`config.mk`:
```
export PLATFORM = sky130hd
export DESIGN_NAME = swd_host_transaction_engine
export DESIGN_NICKNAME = d
export VERILOG_FILES = /design/src/rtl/core/swdh_pkg.sv /design/src/rtl/core/swd_host_transaction_engine.sv /design/src/rtl/core/swdh_engine.sv
export SDC_FILE = /design/constraint.sdc
export NUM_CORES = 1
export LEC_CHECK = 0
export BUFFER_PORTS_ARGS = -buffer_cell sky130_fd_sc_hd__buf_2
export CORE_MARGIN = 4
export CORE_UTILIZATION = 37
export CTS_CLUSTER_SIZE = 25
export DETAILED_ROUTE_END_ITERATION = 16
export SYNTH_ARGS = -nofsm -noshare
export SYNTH_HDL_FRONTEND = slang
export SYNTH_SLANG_ARGS = --single-unit
```
`constraint.sdc`:
```
create_clock -name clk -period 4.75 [get_ports clk]
set_input_delay 0.95 -clock clk [delete_from_list [all_inputs] [get_ports clk]]
set_output_delay 0.95 -clock clk [all_outputs]
set_load 0.01 [all_outputs]
```
`src/rtl/core/swdh_pkg.sv`:
```
// ----------------------------------------------------------------------------
// SWD host package
// Shared codes and the per-tick result record of the SWD host engine.
// ----------------------------------------------------------------------------
package swdh_pkg;

    // Command codes carried with each base-clock tick
    localparam logic [1:0] MODE_TICK       = 2'd0;
    localparam logic [1:0] MODE_READ       = 2'd1;
    localparam logic [1:0] MODE_WRITE      = 2'd2;
    localparam logic [1:0] MODE_LINE_RESET = 2'd3;

    // Configuration register indexes
    localparam logic [7:0] CFG_BIT_DIVIDER      = 8'd0;
    localparam logic [7:0] CFG_WAIT_RETRY_LIMIT = 8'd1;

    // ACK codes as received, first bit in bit 0
    localparam logic [2:0] ACK_OK   = 3'd1;
    localparam logic [2:0] ACK_WAIT = 3'd2;

    // Completion status
    localparam logic [1:0] STATUS_OK        = 2'd0;
    localparam logic [1:0] STATUS_FAULT     = 2'd1;
    localparam logic [1:0] STATUS_WAIT_OUT  = 2'd2;
    localparam logic [1:0] STATUS_PARITY    = 2'd3;

    // Line reset escape pattern, sent LSB first
    localparam logic [15:0] ESCAPE_PATTERN = 16'hE79E;

    localparam logic [7:0] BIT_DIVIDER_RESET = 8'd31;
    localparam logic [7:0] RETRY_LIMIT_RESET = 8'd16;

    typedef struct packed {
        logic [2:0]  last_ack;
        logic [31:0] read_data;
        logic [1:0]  status;
        logic        done;
        logic        busy;
        logic        swdio_en;
        logic        swdio_out;
        logic        swclk;
    } swdh_result_t;

endpackage

```
`src/rtl/core/swd_host_transaction_engine.sv`:
```
// ----------------------------------------------------------------------------
// SWD host transaction engine
// Serial Wire Debug host bit engine driven by one base-clock tick per item.
// ----------------------------------------------------------------------------
// Each slave-side transaction is one base-clock tick. Its tuser carries the
// command (tick only, read, write or line reset); a command is only taken
// while the engine is idle and is ignored otherwise. tdata carries the
// request header, the write word and the sampled SWDIO level.
// Each tick yields exactly one master-side transaction with the SWCLK,
// SWDIO and output-enable levels, busy and done flags, the completion
// status, the last read word and the last ACK.
// A tick is captured in an input register, worked out in one pass through
// the bit engine and written to the result register, from which it is offered.
// While the receiver takes results, one tick is taken every cycle;
// the input register is refilled in the same cycle the result register is
// loaded, so ticks flow back to back.
// If the receiver stalls, the result register holds and the input register
// keeps its tick; tready then drops until the result is taken.
// The configuration channel writes the bit divider (index 0) and the WAIT
// retry limit (index 1); it is always ready. The user must write it only
// while idle; the block does not enforce this. Reset (rst_n low) empties
// both registers and returns the engine to idle, divider 31, retry limit 16.
// ----------------------------------------------------------------------------
module swd_host_transaction_engine
    import swdh_pkg::*;
#(
    parameter int LEADER_BITS       = 8,
    parameter int RESET_HIGH_CLOCKS = 64
)
(
    input  logic        clk,
    input  logic        rst_n,
    // Slave side: one base-clock tick per transaction
    input  logic        s_tvalid,
    output logic        s_tready,
    input  logic [47:0] s_tdata,   // header[7:0], write_data[39:8], swdio_in[40], zero[47:41]
    input  logic [1:0]  s_tuser,   // mode[1:0]
    // Master side: one result per tick
    output logic        m_tvalid,
    input  logic        m_tready,
    output logic [47:0] m_tdata,   // swclk[0], swdio_out[1], swdio_en[2], busy_res[3],
                                   // done_res[4], status[6:5], read_data[38:7],
                                   // last_ack[41:39], zero[47:42]
    // Configuration write channel
    input  logic        cfg_valid,
    output logic        cfg_ready,
    input  logic [7:0]  cfg_index,
    input  logic [7:0]  cfg_data
);

    logic         in_valid_reg;
    logic [1:0]   in_mode_reg;
    logic [40:0]  in_data_reg;
    logic         out_valid_reg;
    swdh_result_t out_result_reg;
    swdh_result_t step_result;
    logic         advance;
    logic [7:0]   bit_divider_reg;
    logic [7:0]   retry_limit_reg;

    // The engine steps when a tick is held and the result register can take it.
    assign advance   = in_valid_reg && (!out_valid_reg || m_tready);
    assign s_tready  = !in_valid_reg || advance;
    assign cfg_ready = 1'b1;

    always_ff @(posedge clk or negedge rst_n)
    begin
        if (!rst_n)
        begin
            bit_divider_reg <= BIT_DIVIDER_RESET;
            retry_limit_reg <= RETRY_LIMIT_RESET;
        end
        else if (cfg_valid)
        begin
            unique case (cfg_index)
                CFG_BIT_DIVIDER:      bit_divider_reg <= cfg_data;
                CFG_WAIT_RETRY_LIMIT: retry_limit_reg <= cfg_data;
                default:              ;
            endcase
        end
    end

    // Input register: valid flag under reset, payload plain.
    always_ff @(posedge clk or negedge rst_n)
    begin
        if (!rst_n)
        begin
            in_valid_reg <= 1'b0;
        end
        else if (s_tready)
        begin
            in_valid_reg <= s_tvalid;
        end
    end

    always_ff @(posedge clk)
    begin
        if (s_tvalid && s_tready)
        begin
            in_mode_reg <= s_tuser;
            in_data_reg <= s_tdata[40:0];
        end
    end

    swdh_engine #(
        .LEADER_BITS       (LEADER_BITS),
        .RESET_HIGH_CLOCKS (RESET_HIGH_CLOCKS)
    ) u_engine (
        .clk              (clk),
        .rst_n            (rst_n),
        .step             (advance),
        .mode             (in_mode_reg),
        .header           (in_data_reg[7:0]),
        .write_data       (in_data_reg[39:8]),
        .swdio_in         (in_data_reg[40]),
        .bit_divider      (bit_divider_reg),
        .wait_retry_limit (retry_limit_reg),
        .result           (step_result)
    );

    // Result register: loaded whenever the engine steps.
    always_ff @(posedge clk or negedge rst_n)
    begin
        if (!rst_n)
        begin
            out_valid_reg <= 1'b0;
        end
        else if (advance)
        begin
            out_valid_reg <= 1'b1;
        end
        else if (m_tready)
        begin
            out_valid_reg <= 1'b0;
        end
    end

    always_ff @(posedge clk)
    begin
        if (advance)
        begin
            out_result_reg <= step_result;
        end
    end

    assign m_tvalid = out_valid_reg;
    assign m_tdata  = {6'd0,
                       out_result_reg.last_ack,
                       out_result_reg.read_data,
                       out_result_reg.status,
                       out_result_reg.done,
                       out_result_reg.busy,
                       out_result_reg.swdio_en,
                       out_result_reg.swdio_out,
                       out_result_reg.swclk};

    // A finishing tick always leaves the engine idle.
    assert property (@(posedge clk) disable iff (!rst_n)
        out_valid_reg && out_result_reg.done |-> !out_result_reg.busy)
        else $error("done reported while engine still busy");

    // An idle tick shows idle pin levels.
    assert property (@(posedge clk) disable iff (!rst_n)
        out_valid_reg && !out_result_reg.busy && !out_result_reg.done |->
        !out_result_reg.swclk && out_result_reg.swdio_out && out_result_reg.swdio_en)
        else $error("pins not at idle levels on an idle tick");

    // A held tick that cannot step is kept for the next cycle.
    assert property (@(posedge clk) disable iff (!rst_n)
        in_valid_reg && !advance |=> in_valid_reg && $stable(in_data_reg))
        else $error("stalled tick lost from input register");

endmodule

```
`src/rtl/core/swdh_engine.sv`:
```
// ----------------------------------------------------------------------------
// SWD host bit engine
// Holds the protocol state and works out one base-clock tick per step.
// ----------------------------------------------------------------------------
module swdh_engine
    import swdh_pkg::*;
#(
    parameter int LEADER_BITS       = 8,
    parameter int RESET_HIGH_CLOCKS = 64
)
(
    input  logic               clk,
    input  logic               rst_n,
    input  logic               step,
    input  logic [1:0]         mode,
    input  logic [7:0]         header,
    input  logic [31:0]        write_data,
    input  logic               swdio_in,
    input  logic [7:0]         bit_divider,
    input  logic [7:0]         wait_retry_limit,
    output swdh_result_t       result
);

    localparam logic [2:0] PH_IDLE    = 3'd0;
    localparam logic [2:0] PH_RST_A   = 3'd1;
    localparam logic [2:0] PH_RST_PAT = 3'd2;
    localparam logic [2:0] PH_RST_B   = 3'd3;
    localparam logic [2:0] PH_HDR     = 3'd4;
    localparam logic [2:0] PH_RDATA   = 3'd5;
    localparam logic [2:0] PH_WDATA   = 3'd6;

    localparam logic [6:0] RST_LEN   = 7'(RESET_HIGH_CLOCKS);
    localparam logic [6:0] PAT_LEN   = 7'd16;
    localparam logic [6:0] HDR_LEN   = 7'(LEADER_BITS + 12);
    localparam logic [6:0] DATA_LEN  = 7'd34;
    localparam logic [6:0] TURN_BIT  = 7'(LEADER_BITS + 8);
    localparam int         ACK_LSB   = LEADER_BITS + 9;

    logic [2:0]  phase_reg,        phase_next;
    logic [6:0]  bit_count_reg,    bit_count_next;
    logic [7:0]  tick_count_reg,   tick_count_next;
    logic [33:0] out_shift_reg,    out_shift_next;
    logic [33:0] in_shift_reg,     in_shift_next;
    logic [7:0]  retries_reg,      retries_next;
    logic        held_read_reg,    held_read_next;
    logic [7:0]  held_header_reg,  held_header_next;
    logic [31:0] held_wdata_reg,   held_wdata_next;
    logic [1:0]  status_reg,       status_next;
    logic [31:0] read_data_reg,    read_data_next;
    logic [2:0]  last_ack_reg,     last_ack_next;

    logic [33:0] in_sampled;
    logic [6:0]  bit_inc;
    logic [6:0]  phase_len;
    logic [2:0]  ack;
    logic        cmd_done;

    // Leader zeros, then the header byte, then idle-high bits.
    function automatic logic [33:0] header_frame(input logic [7:0] hdr);
        return (~34'h0 << (LEADER_BITS + 8)) | (34'(hdr) << LEADER_BITS);
    endfunction

    always_comb
    begin
        phase_next       = phase_reg;
        bit_count_next   = bit_count_reg;
        tick_count_next  = tick_count_reg;
        out_shift_next   = out_shift_reg;
        in_shift_next    = in_shift_reg;
        retries_next     = retries_reg;
        held_read_next   = held_read_reg;
        held_header_next = held_header_reg;
        held_wdata_next  = held_wdata_reg;
        status_next      = status_reg;
        read_data_next   = read_data_reg;
        last_ack_next    = last_ack_reg;
        in_sampled       = in_shift_reg;
        bit_inc          = bit_count_reg + 7'd1;
        ack              = in_shift_reg[ACK_LSB +: 3];
        phase_len        = DATA_LEN;
        cmd_done         = 1'b0;
        result.swclk     = 1'b0;
        result.swdio_out = 1'b1;
        result.swdio_en  = 1'b1;

        if (phase_reg == PH_IDLE || phase_reg > PH_WDATA)
        begin
            phase_next = PH_IDLE;
            if (mode == MODE_LINE_RESET)
            begin
                phase_next      = PH_RST_A;
                bit_count_next  = '0;
                tick_count_next = '0;
                out_shift_next  = '1;
                in_shift_next   = '0;
            end
            else if (mode != MODE_TICK)
            begin
                held_read_next   = (mode == MODE_READ);
                held_header_next = header;
                held_wdata_next  = write_data;
                retries_next     = wait_retry_limit;
                phase_next       = PH_HDR;
                bit_count_next   = '0;
                tick_count_next  = '0;
                out_shift_next   = header_frame(header);
                in_shift_next    = '0;
            end
        end
        else
        begin
            // The target drives SWDIO from the turnaround bit through the ACK, and through the data on a read.
            result.swdio_en  = !(phase_reg == PH_RDATA ||
                                 (phase_reg == PH_HDR && bit_count_reg >= TURN_BIT));
            result.swdio_out = result.swdio_en ? out_shift_reg[0] : 1'b1;
            result.swclk     = (tick_count_reg > (bit_divider >> 1));

            if (tick_count_reg < bit_divider)
            begin
                tick_count_next = tick_count_reg + 8'd1;
            end
            else
            begin
                tick_count_next = '0;
                if (bit_count_reg < DATA_LEN)
                begin
                    in_sampled = in_shift_reg | (34'(swdio_in) << bit_count_reg[5:0]);
                end
                in_shift_next  = in_sampled;
                out_shift_next = {1'b1, out_shift_reg[33:1]};
                bit_count_next = bit_inc;
                ack            = in_sampled[ACK_LSB +: 3];

                unique case (phase_reg)
                    PH_RST_A, PH_RST_B: phase_len = RST_LEN;
                    PH_RST_PAT:         phase_len = PAT_LEN;
                    PH_HDR:             phase_len = HDR_LEN;
                    default:            phase_len = DATA_LEN;
                endcase

                if (bit_inc >= phase_len)
                begin
                    unique case (phase_reg)
                        PH_RST_A:
                        begin
                            phase_next      = PH_RST_PAT;
                            bit_count_next  = '0;
                            out_shift_next  = {18'h3FFFF, ESCAPE_PATTERN};
                            in_shift_next   = '0;
                        end
                        PH_RST_PAT:
                        begin
                            phase_next      = PH_RST_B;
                            bit_count_next  = '0;
                            out_shift_next  = '1;
                            in_shift_next   = '0;
                        end
                        PH_HDR:
                        begin
                            last_ack_next = ack;
                            if (ack == ACK_OK)
                            begin
                                bit_count_next = '0;
                                in_shift_next  = '0;
                                if (held_read_reg)
                                begin
                                    phase_next     = PH_RDATA;
                                    out_shift_next = '1;
                                end
                                else
                                begin
                                    phase_next     = PH_WDATA;
                                    out_shift_next = {^held_wdata_reg, held_wdata_reg, 1'b1};
                                end
                            end
                            else if (ack == ACK_WAIT && retries_reg != 8'd0)
                            begin
                                retries_next   = retries_reg - 8'd1;
                                phase_next     = PH_HDR;
                                bit_count_next = '0;
                                out_shift_next = header_frame(held_header_reg);
                                in_shift_next  = '0;
                            end
                            else
                            begin
                                status_next = (ack == ACK_WAIT) ? STATUS_WAIT_OUT
                                                                : STATUS_FAULT;
                                cmd_done    = 1'b1;
                            end
                        end
                        PH_RDATA:
                        begin
                            if ((^in_sampled[31:0]) != in_sampled[32])
                            begin
                                status_next = STATUS_PARITY;
                            end
                            else
                            begin
                                read_data_next = in_sampled[31:0];
                                status_next    = STATUS_OK;
                            end
                            cmd_done = 1'b1;
                        end
                        default:
                        begin
                            status_next = STATUS_OK;
                            cmd_done    = 1'b1;
                        end
                    endcase
                end

                if (cmd_done)
                begin
                    phase_next     = PH_IDLE;
                    bit_count_next = '0;
                    out_shift_next = '1;
                end
            end
        end

        result.busy      = (phase_next != PH_IDLE);
        result.done      = cmd_done;
        result.status    = status_next;
        result.read_data = read_data_next;
        result.last_ack  = last_ack_next;
    end

    always_ff @(posedge clk or negedge rst_n)
    begin
        if (!rst_n)
        begin
            phase_reg       <= PH_IDLE;
            bit_count_reg   <= '0;
            tick_count_reg  <= '0;
            out_shift_reg   <= '1;
            in_shift_reg    <= '0;
            retries_reg     <= '0;
            held_read_reg   <= 1'b0;
            held_header_reg <= '0;
            held_wdata_reg  <= '0;
            status_reg      <= STATUS_OK;
            read_data_reg   <= '0;
            last_ack_reg    <= '0;
        end
        else if (step)
        begin
            phase_reg       <= phase_next;
            bit_count_reg   <= bit_count_next;
            tick_count_reg  <= tick_count_next;
            out_shift_reg   <= out_shift_next;
            in_shift_reg    <= in_shift_next;
            retries_reg     <= retries_next;
            held_read_reg   <= held_read_next;
            held_header_reg <= held_header_next;
            held_wdata_reg  <= held_wdata_next;
            status_reg      <= status_next;
            read_data_reg   <= read_data_next;
            last_ack_reg    <= last_ack_next;
        end
    end

endmodule
```
# ---- After elaboration in Yosys (flattened, before gate mapping)
# Cells that the tools add are included.
dict set report op_classes {
  n_addsub 3
  n_bitwise 2
  magnitude_cmp 6
  shift 1
  n_mux 80
  eq_ne 16
  reduce_logical 32
}
# op count
set ops {}
lappend ops {{34-bit two-way mux} 18}
lappend ops {{32-bit two-way mux} 5}
lappend ops {{34-bit one-hot mux with 3 select lines} 1}
lappend ops {{8-bit two-way mux} 12}
lappend ops {{7-bit two-way mux} 10}
lappend ops {{34-bit one-hot mux with 2 select lines} 1}
lappend ops {{32-bit XOR reduction} 2}
lappend ops {{3-bit two-way mux} 12}
lappend ops {{34-bit OR} 1}
lappend ops {{1-bit by 6-bit << shifter with 34-bit output} 1}
lappend ops {{33-bit two-way mux} 1}
lappend ops {{7-bit one-hot mux with 3 select lines} 1}
lappend ops {{2-bit two-way mux} 8}
lappend ops {{7-bit one-hot mux with 2 select lines} 1}
lappend ops {{2-bit nonzero test} 5}
lappend ops {{3-bit by 2-bit == test with 1-bit output (second input constant)} 3}
lappend ops {{3-bit one-hot mux with 3 select lines} 1}
lappend ops {{8-bit by 1-bit adder with 8-bit output (second input constant)} 1}
lappend ops {{8-bit by 1-bit == test with 1-bit output (second input constant)} 1}
lappend ops {{8-bit by 7-bit > comparator with 1-bit output} 1}
lappend ops {{8-bit zero test} 1}
lappend ops {{8-bit less-than comparator} 1}
lappend ops {{8-bit AND reduction} 1}
lappend ops {{8-bit nonzero test} 1}
lappend ops {{27 further kinds} 50}
dict set report word_totals {
  ff_bits 275
  inputBits 71
  out_inout_bits 51
  elab_cells 166
}

# ---- Logic depth before layout (Yosys ltp)
# Gate-level depths: netlist of run 1.
dict set report logic_depth {
  ltp_word 17
  depth_mapped 16
  ltp_nobuf 15
}

# ---- Cells and area by module
# A second synthesis of run 1 with hierarchy kept.
dict set report unflattened {
  cells_unflattened 1201
  area_unflattened_um2 14008.4
}
# module area_each_um2 seq_area_each_um2 cells_each instances
set by_module_without_submodules {}
lappend by_module_without_submodules {swdh_engine 10613.9 4321.6 1062 1}
lappend by_module_without_submodules {swd_host_transaction_engine 3394.5 3010.4 139 1}

# ---- Worst setup path after synthesis of run 1
# No wires, ideal clock.
dict set report synth_path {
  kind {register -> register}
  startpoint {reg u_engine.phase_reg[1]}
  endpoint {reg u_engine.read_data_reg[2]}
  path_stages_with_launch 17
  n_path_buf 3
  setup_time_ps 125
  period_less_slack_ps 3548
  t_required_ps 4625
  t_arrival_ps 3424
  path_slack_ps 1202
  path_cell_list {dfrtp_1 clkbuf_1 nand2b_1 a21o_1 nand2_1 inv_1 ha_1 a21bo_2 a221oi_1 o21ai_0 and2_1 clkbuf_1 nand4_1 nand2b_1 nor3_4 buf_6 mux2_2}
}
dict set report synth_between {
  elab_chain_cells 9
  elab_cells_between_ends 17
  classes_between {2 x order compare; 5 x eq/ne; 7 x mux; 3 x reduce/logical}
}
# element line_no
set synth_rtl {}
lappend synth_rtl {{start, declared} swdh_engine.sv:39} ;# logic [2:0] phase_reg, phase_next;
lappend synth_rtl {{start signal, assigned} swdh_engine.sv:247} ;# phase_reg <= phase_next;
lappend synth_rtl {{3-bit by 2-bit == test with 1-bit output / 3-bit by 1-bit == test with 1-bit output (equally long branches)} swdh_engine.sv:134} ;# unique case (phase_reg)
lappend synth_rtl {{2-bit OR reduction} swdh_engine.sv:134}
lappend synth_rtl {{7-bit one-hot mux with 3 select lines} swdh_engine.sv:134}
lappend synth_rtl {{7-bit two-way mux} swdh_engine.sv:118} ;# if (tick_count_reg < bit_divider)
lappend synth_rtl {{7-bit two-way mux} swdh_engine.sv:86} ;# if (phase_reg == PH_IDLE || phase_reg > PH_WDATA)
lappend synth_rtl {{7-bit greater-or-equal comparator} swdh_engine.sv:141} ;# if (bit_inc >= phase_len)
lappend synth_rtl {{32-bit two-way mux} swdh_engine.sv:141}
lappend synth_rtl {{32-bit two-way mux} swdh_engine.sv:118}
lappend synth_rtl {{32-bit two-way mux (*)} swdh_engine.sv:86}
lappend synth_rtl {{end signal, assigned} swdh_engine.sv:257} ;# read_data_reg <= read_data_next;
lappend synth_rtl {{end, declared} swdh_engine.sv:49} ;# logic [31:0] read_data_reg, read_data_next;
# Every way passes the cells marked *; elsewhere a longest branch is shown, timed or not. The select of a mux whose other input is x is not followed.
# A chain may end at the register's enable or synchronous reset.

==> impl_results.md, run 1 <==
* Status: completed
* Most frequent cells after synthesis: dfrtp_1, edfxtp_1, nor2_1, mux2_2, nand2_1
* Synth top area share at 27.3%
* Slowest stage cell, crit path: dfrtp_1
* WS Path Type: register to register
* Count leader, synth: dfrtp_1
* WP data required at 5.06 ns
* Tmin final at 4.27 ns
* Fmax at 234 MHz
* Via/cell ratio at 5.33
* # setup viols final at 0
* Cts bufs inserted at 31
* Via count at 9328
* EDFF count, synth at 85
* CP peak stage delay at 0.80 ns
* Root buf cell: clkbuf_16
* Flip-flop and latch count after synthesis at 274
* FF/Latch Area at 7330 um2
* Global Route met3 Usage at 2.27%
* Number of fill cells at 3440
* Final hold violations at 0
* Length of the first detailed-routing pass in iterations at 5
* Initial Util at 37.4%
* CTS sink cnt at 274
* Vias in the first global route at 9326
* Final WL at 30900 um
* Full die area at 40100 um2
* HP Start: u_engine.out_shift_reg[10]
* Slew Limit Fails at 0
* Syn Inst Count at 1162
* DR DRC count at 0
* Number of H-tree levels at 1
* Dominant cell type by area after synthesis: dfrtp_1
* Clock transition at the registers of the reported paths at 0.06 ns
* Final Skew at 0.0189 ns
* Worst r2r src: u_engine.bit_count_reg[0]
* Per-cell routed wire length at 17.6 um
* Setup Buffers After CTS at 0
* # diodes at 0
* Area grow syn2layout at 14.7%
* Gp weighted congestion at 0.794
* Worst EP arrival at 4.58 ns
* Initial antenna violation count at 0
* Hold crit path type: register to register
* CTS tree: built
* Setup_tns at 0 ns
* Max VDD drop at 0.379 mV
* Share of layout cells above drive strength 1 at 27.6%
* Area contributors post-synth: dfrtp_1, edfxtp_1, dfstp_2
* Post-DP Area at 14700 um2
* FP Rows at 70
* Leakage at 6.89 nW
* MaxCap Viol Count at 0
* Cell area after synthesis at 13700 um2
* Async S/R FF share, synth at 69.0%
* Crit-path cells: and4b_1 > o21ai_1 > a222oi_1 > xnor2_1 > xnor2_1 > xnor2_1 > xnor3_2 > nor3_4 > buf_12 > mux2_2
* Met1 usage at 20.5%
* Total power at 8.03 mW
* Grt ovf at 0
* Largest net degree at the start of global routing at 103
* CTS Hold Buffers Added at 0
* Clock Path Buffers at 3
* Met2 usage at 25.3%
* Post-synthesis cell type count at 78
* FF-to-FF End: m_tdata[31]
* CP max FO at 32
* RSZ-0062 raised after global routing: no
* Max reg flops at 42
* Resized cells post-CTS at 0
* Synth Area per Inst at 11.8 um2
* DPL Wire Length at 20900 um
* Worst-Margin Slew at 0.928 ns
* First DRT Iteration DRCs at 602
* Overall Global Routing Usage at 15.0%
* Antenna Nets Post-Route at 0
* Sequential share of the synthesized area at 53.7%
* Most used cell, CP: xnor2_1
* Primary FF master, synth: dfrtp_1
* Count of input and output buffers at 107
* # nets final at 1355
* Core ar. at 36500 um2
* WHS Path Cells at 2
* Setup crit start kind: register
* First-pass GRT wire length at 50400 um
* R2R Setup Slk at 0.48 ns
* PwrDens at 512 nW/um2
* Num ports at 122
* Reg2Reg Depth at 10
* Final Cycle Share at 90.0%
* Synth warn at 0
* Worst setup EP type: register
* Later-pin clock latency in the skew report at 0.56 ns
* Die H at 200 um
* Slew HR at 38.1%
* Global route hottest layer: met2
* Hold EP: u_engine.out_shift_reg[10]
* Multi-input gate area at 5860 um2
* Layout Cell Area excl Fill at 15700 um2
* Die width at 200 um
-- through the flow --
stage               cells  util [%]  hold slack, ns  worst slack [ns]
global placement     1693      40.2           0.453             0.599
CTS                  1750      42.9           0.464             0.557
detailed placement   1693      40.2           0.455             0.573
floorplan            1167         -           0.439              1.20
finish               1750      42.9           0.467             0.476
global route         1750      42.9           0.473             0.330
-- how the worst max path moves through the flow --
| stage | startpoint | endpoint | depth (start not counted) |
|---|---|---|---|
| finish | u_engine.bit_count_reg[0] | m_tdata[31] | 10 |
| global route | u_engine.bit_count_reg[0] | m_tdata[7] | 10 |
| CTS | u_engine.bit_count_reg[0] | m_tdata[31] | 10 |
| detailed placement | u_engine.bit_count_reg[0] | m_tdata[25] | 10 |
| global placement | u_engine.bit_count_reg[0] | m_tdata[25] | 10 |
| floorplan | u_engine.phase_reg[1] | u_engine.read_data_reg[2] | 16 |
-- power breakdown --
group	internal [mW]	switching, mW
clock	1.37	0.952
sequential	2.98	0.445
combinational	1.11	1.17
-- critical path, delay by kind of cell (launching register included) --
family                 cells  cell delay, ns
buffers and inverters      1            0.24
multiplexers               1            0.37
AND/OR/NAND/NOR            2            0.69
XOR/XNOR                   4            1.15
AO/OA/AOI/OAI              2            0.73
flip-flops                 1            0.80
-- placed cells by master, fill, tap and decap left out, drive strengths merged, types with 13 or more instances in the layout --
cell type	count
a22o	22
dfstp	40
a21o	38
o221a	15
nor2	81
a21oi	49
clkbuf	44
xnor2	48
dfrtp	149
ha	26
mux2	119
inv	23
a2111oi	14
nand3	18
o21ai	70
nand2b	15
buf	139
nor3	26
edfxtp	85
nand2	73
a211oi	13
-- area by class of cell --
type / count / share of cell area, %
Sequential cell: 274 / 46.8
Multi-Input combinational cell: 790 / 37.4
Clock buffer: 43 / 5.49
Timing Repair Buffer: 140 / 5.21
Tap cell: 468 / 3.74
Clock inverter: 14 / 0.878
Inverter: 21 / 0.503
-- logic make-up after synthesis --
| kind of cell | after synthesis | synth area share [%] |
|---|---|---|
| flip-flops | 274 | 53.7 |
| AND/OR/NAND/NOR | 281 | 10.7 |
| multiplexers | 119 | 10.0 |
| XOR/XNOR | 58 | 3.83 |
| buffers and inverters | 103 | 3.70 |
| other | 2 | 0.0550 |
| adder cells (fa/ha/maj) | 26 | 2.38 |
| AO/OA/AOI/OAI | 299 | 15.7 |
-- per-layer routing --
metal	share of wire, %	wire length [um]
met3	4.1	1280
met2	48	14700
met4	2.4	754
met1	46	14100
met5	0	0
No activity file was read; power rests on OpenSTA's default activity.
==> inputs of run 2 (changes only) <==
--- a/config.mk
+++ b/config.mk
@@ -6,6 +6,7 @@
 export NUM_CORES = 1
 export LEC_CHECK = 0
 export BUFFER_PORTS_ARGS = -buffer_cell sky130_fd_sc_hd__buf_2
+export CORE_ASPECT_RATIO = 0.6
 export CORE_MARGIN = 4
 export CORE_UTILIZATION = 37
 export CTS_CLUSTER_SIZE = 25
==> run 2 against run 1 <==
  * Design area up 0.52%
  * Clock skew about the same
  * Sequential power about the same
  * Sequential share of layout area down 0.24 points
  * Clock power up 5%
  * Wire length up 10%
  * Global-route usage up 1.8 points
  * Power up 2.7%
  * Die area up 0.25%
  * Non-clock buffer count up 6
  * First-iteration DRC count up 38%
  * Critical endpoint is now u_engine.in_shift_reg[5]
==> impl_results.md, run 2 (same netlist as run 1, synthesis figures left out) <==
* Vias in the first global route at 9369 (+0.46%)
* CTS Hold Buffers Added at 0 (unchanged)
* Antenna Nets Post-Route at 0 (unchanged)
* Commonest cells after routing, fill and taps aside: dfrtp_1, buf_2, edfxtp_1, nor2_1, mux2_2
* Via count at 9644 (+3.4%)
* First DRT Iteration DRCs at 829 (+38%)
* Fmax at 234 MHz (+0.11%)
* Leakage at 6.94 nW (+0.74%)
* Status: completed
* Setup_tns at 0 ns (unchanged)
* Grt ovf at 0 (unchanged)
* Final Cycle Share at 89.9% (-0.10 points)
* Via/cell ratio at 5.49 (+3.0%)
* FP Rows at 54 (-23%)
* # nets final at 1357 (+0.15%)
* Length of the first detailed-routing pass in iterations at 6 (+1)
* Count of input and output buffers at 107 (unchanged)
* Gp weighted congestion at 0.876 (+10%)
* Worst EP arrival at 4.77 ns (+0.19 ns)
* PwrDens at 523 nW/um2 (+2.1%)
* Clock Path Buffers at 3 (unchanged)
* Num ports at 122 (unchanged)
* Final Skew at 0.0185 ns (-0.000438 ns)
* Crit-path cells: nor4b_4 > buf_4 > a21o_1 > nor3_1 > o21ai_0 > nor2b_1 > nor2_1 > or4_1 > nand2_1 > buf_4 > a22o_1
* Full die area at 40200 um2 (+0.25%)
* CP peak stage delay at 0.64 ns (-0.16 ns)
* Worst-Margin Slew at 1.04 ns (+0.108 ns)
* DPL Wire Length at 23600 um (+12%)
* DR DRC count at 0 (unchanged)
* CTS sink cnt at 274 (unchanged)
* First-pass GRT wire length at 54400 um (+7.9%)
* Die H at 157 um (-22%)
* Cts bufs inserted at 27 (-13%)
* Most used cell, CP: buf_4
* CP max FO at 21 (-34%)
* Later-pin clock latency in the skew report at 0.57 ns (about the same)
* Final hold violations at 0 (unchanged)
* Die width at 256 um (+28%)
* Commonest non-fill, non-tap cell in the layout: dfrtp_1
* Layout Cell Area excl Fill at 15800 um2 (+0.52%)
* Share of layout cells above drive strength 1 at 27.9% (+0.33 points)
* WP data required at 5.25 ns (+0.19 ns)
* Max reg flops at 42 (unchanged)
* Resized cells post-CTS at 0 (unchanged)
* Number of H-tree levels at 1 (unchanged)
* Clock transition at the registers of the reported paths at 0.07 ns (about the same)
* Setup Buffers After CTS at 0 (unchanged)
* Slew HR at 30.9% (-7.2 points)
* Post-DP Area at 14700 um2 (+0.46%)
* Overall Global Routing Usage at 16.9% (+1.8 points)
* Initial antenna violation count at 0 (unchanged)
* Slew Limit Fails at 0 (unchanged)
* Initial Util at 37.5% (+0.11 points)
* Largest net degree at the start of global routing at 105 (+1.9%)
* Setup crit start kind: register
* Final core utilization at 43.3% (+0.35 points)
* Hold crit path type: register to register
* Core ar. at 36400 um2 (-0.29%)
* WS Path Type: register to register
* Final WL at 34100 um (+10%)
* Max VDD drop at 0.340 mV (-10%)
* Root buf cell: clkbuf_16
* RSZ-0062 raised after global routing: no
* # diodes at 0 (unchanged)
* Slowest stage cell, crit path: nor4b_4
* Per-cell routed wire length at 19.4 um (+10%)
* MaxCap Viol Count at 0 (unchanged)
* CTS tree: built
* Tmin final at 4.27 ns (-0.00475 ns)
* Worst setup EP type: register
* Area grow syn2layout at 15.3%
* # setup viols final at 0 (unchanged)
[run 2: worst max-delay path, delay by kind of cell (launching register included)]
| family | cells | cell delay [ns] |
|---|---|---|
| and+or+nand+nor | 6 | 2.16 |
| AOI/OAI and AO/OA | 3 | 0.92 |
| buffers and inverters | 2 | 0.56 |
| DFF | 1 | 0.55 |
[run 2: power by group]
part / internal (mW) / switching (mW) / total, mW
registers: 2.98 / 0.427 / 3.40
logic: 1.12 / 1.26 / 2.38
clock network: 1.49 / 0.960 / 2.45
total: 5.59 / 2.65 / 8.24
[run 2: metrics by stage]
step	cells	power [mW]	setup slack, ns	hold slack [ns]
after floorplan	1167	5.10	1.20	0.439
after global placement	1707	5.74	0.615	0.451
after detailed placement	1707	5.80	0.652	0.453
after CTS	1757	8.30	0.617	0.462
after global routing	1757	8.72	0.308	0.482
final	1757	8.24	0.481	0.463
[run 2: final cells by class]
class	count	area [um2]
clock buffer	35	746
clock inverter	15	267
fill	3330	20700
inverter	21	78.8
multi-input combinational	790	5860
sequential	274	7330
tap	476	596
timing repair buffer	146	875
[run 2: final timing paths]
kind	startpoint	endpoint	slack (ns)	cells after the start
max	u_engine.bit_count_reg[3]	u_engine.in_shift_reg[5]	0.48	11
min	u_engine.out_shift_reg[10]	u_engine.out_shift_reg[10]	0.46	2
max reg2reg	u_engine.bit_count_reg[3]	u_engine.in_shift_reg[5]	0.48	11
min reg2reg	u_engine.out_shift_reg[10]	u_engine.out_shift_reg[10]	0.46	2
max in group asynchronous	rst_n	u_engine.out_shift_reg[0]	3.22	2
min in group asynchronous	rst_n	u_engine.retries_reg[2]	0.47	1
[run 2: layer usage]
| layer | global-route usage (%) | wire length (um) | vias to the layer above |
|---|---|---|---|
| li1 | - | - | 4507 |
| met1 | 27.9 | 17900 | 4781 |
| met2 | 22.6 | 13300 | 314 |
| met3 | 2.99 | 2350 | 42 |
| met4 | 3.31 | 581 | 0 |
| met5 | 0 | 0 | - |
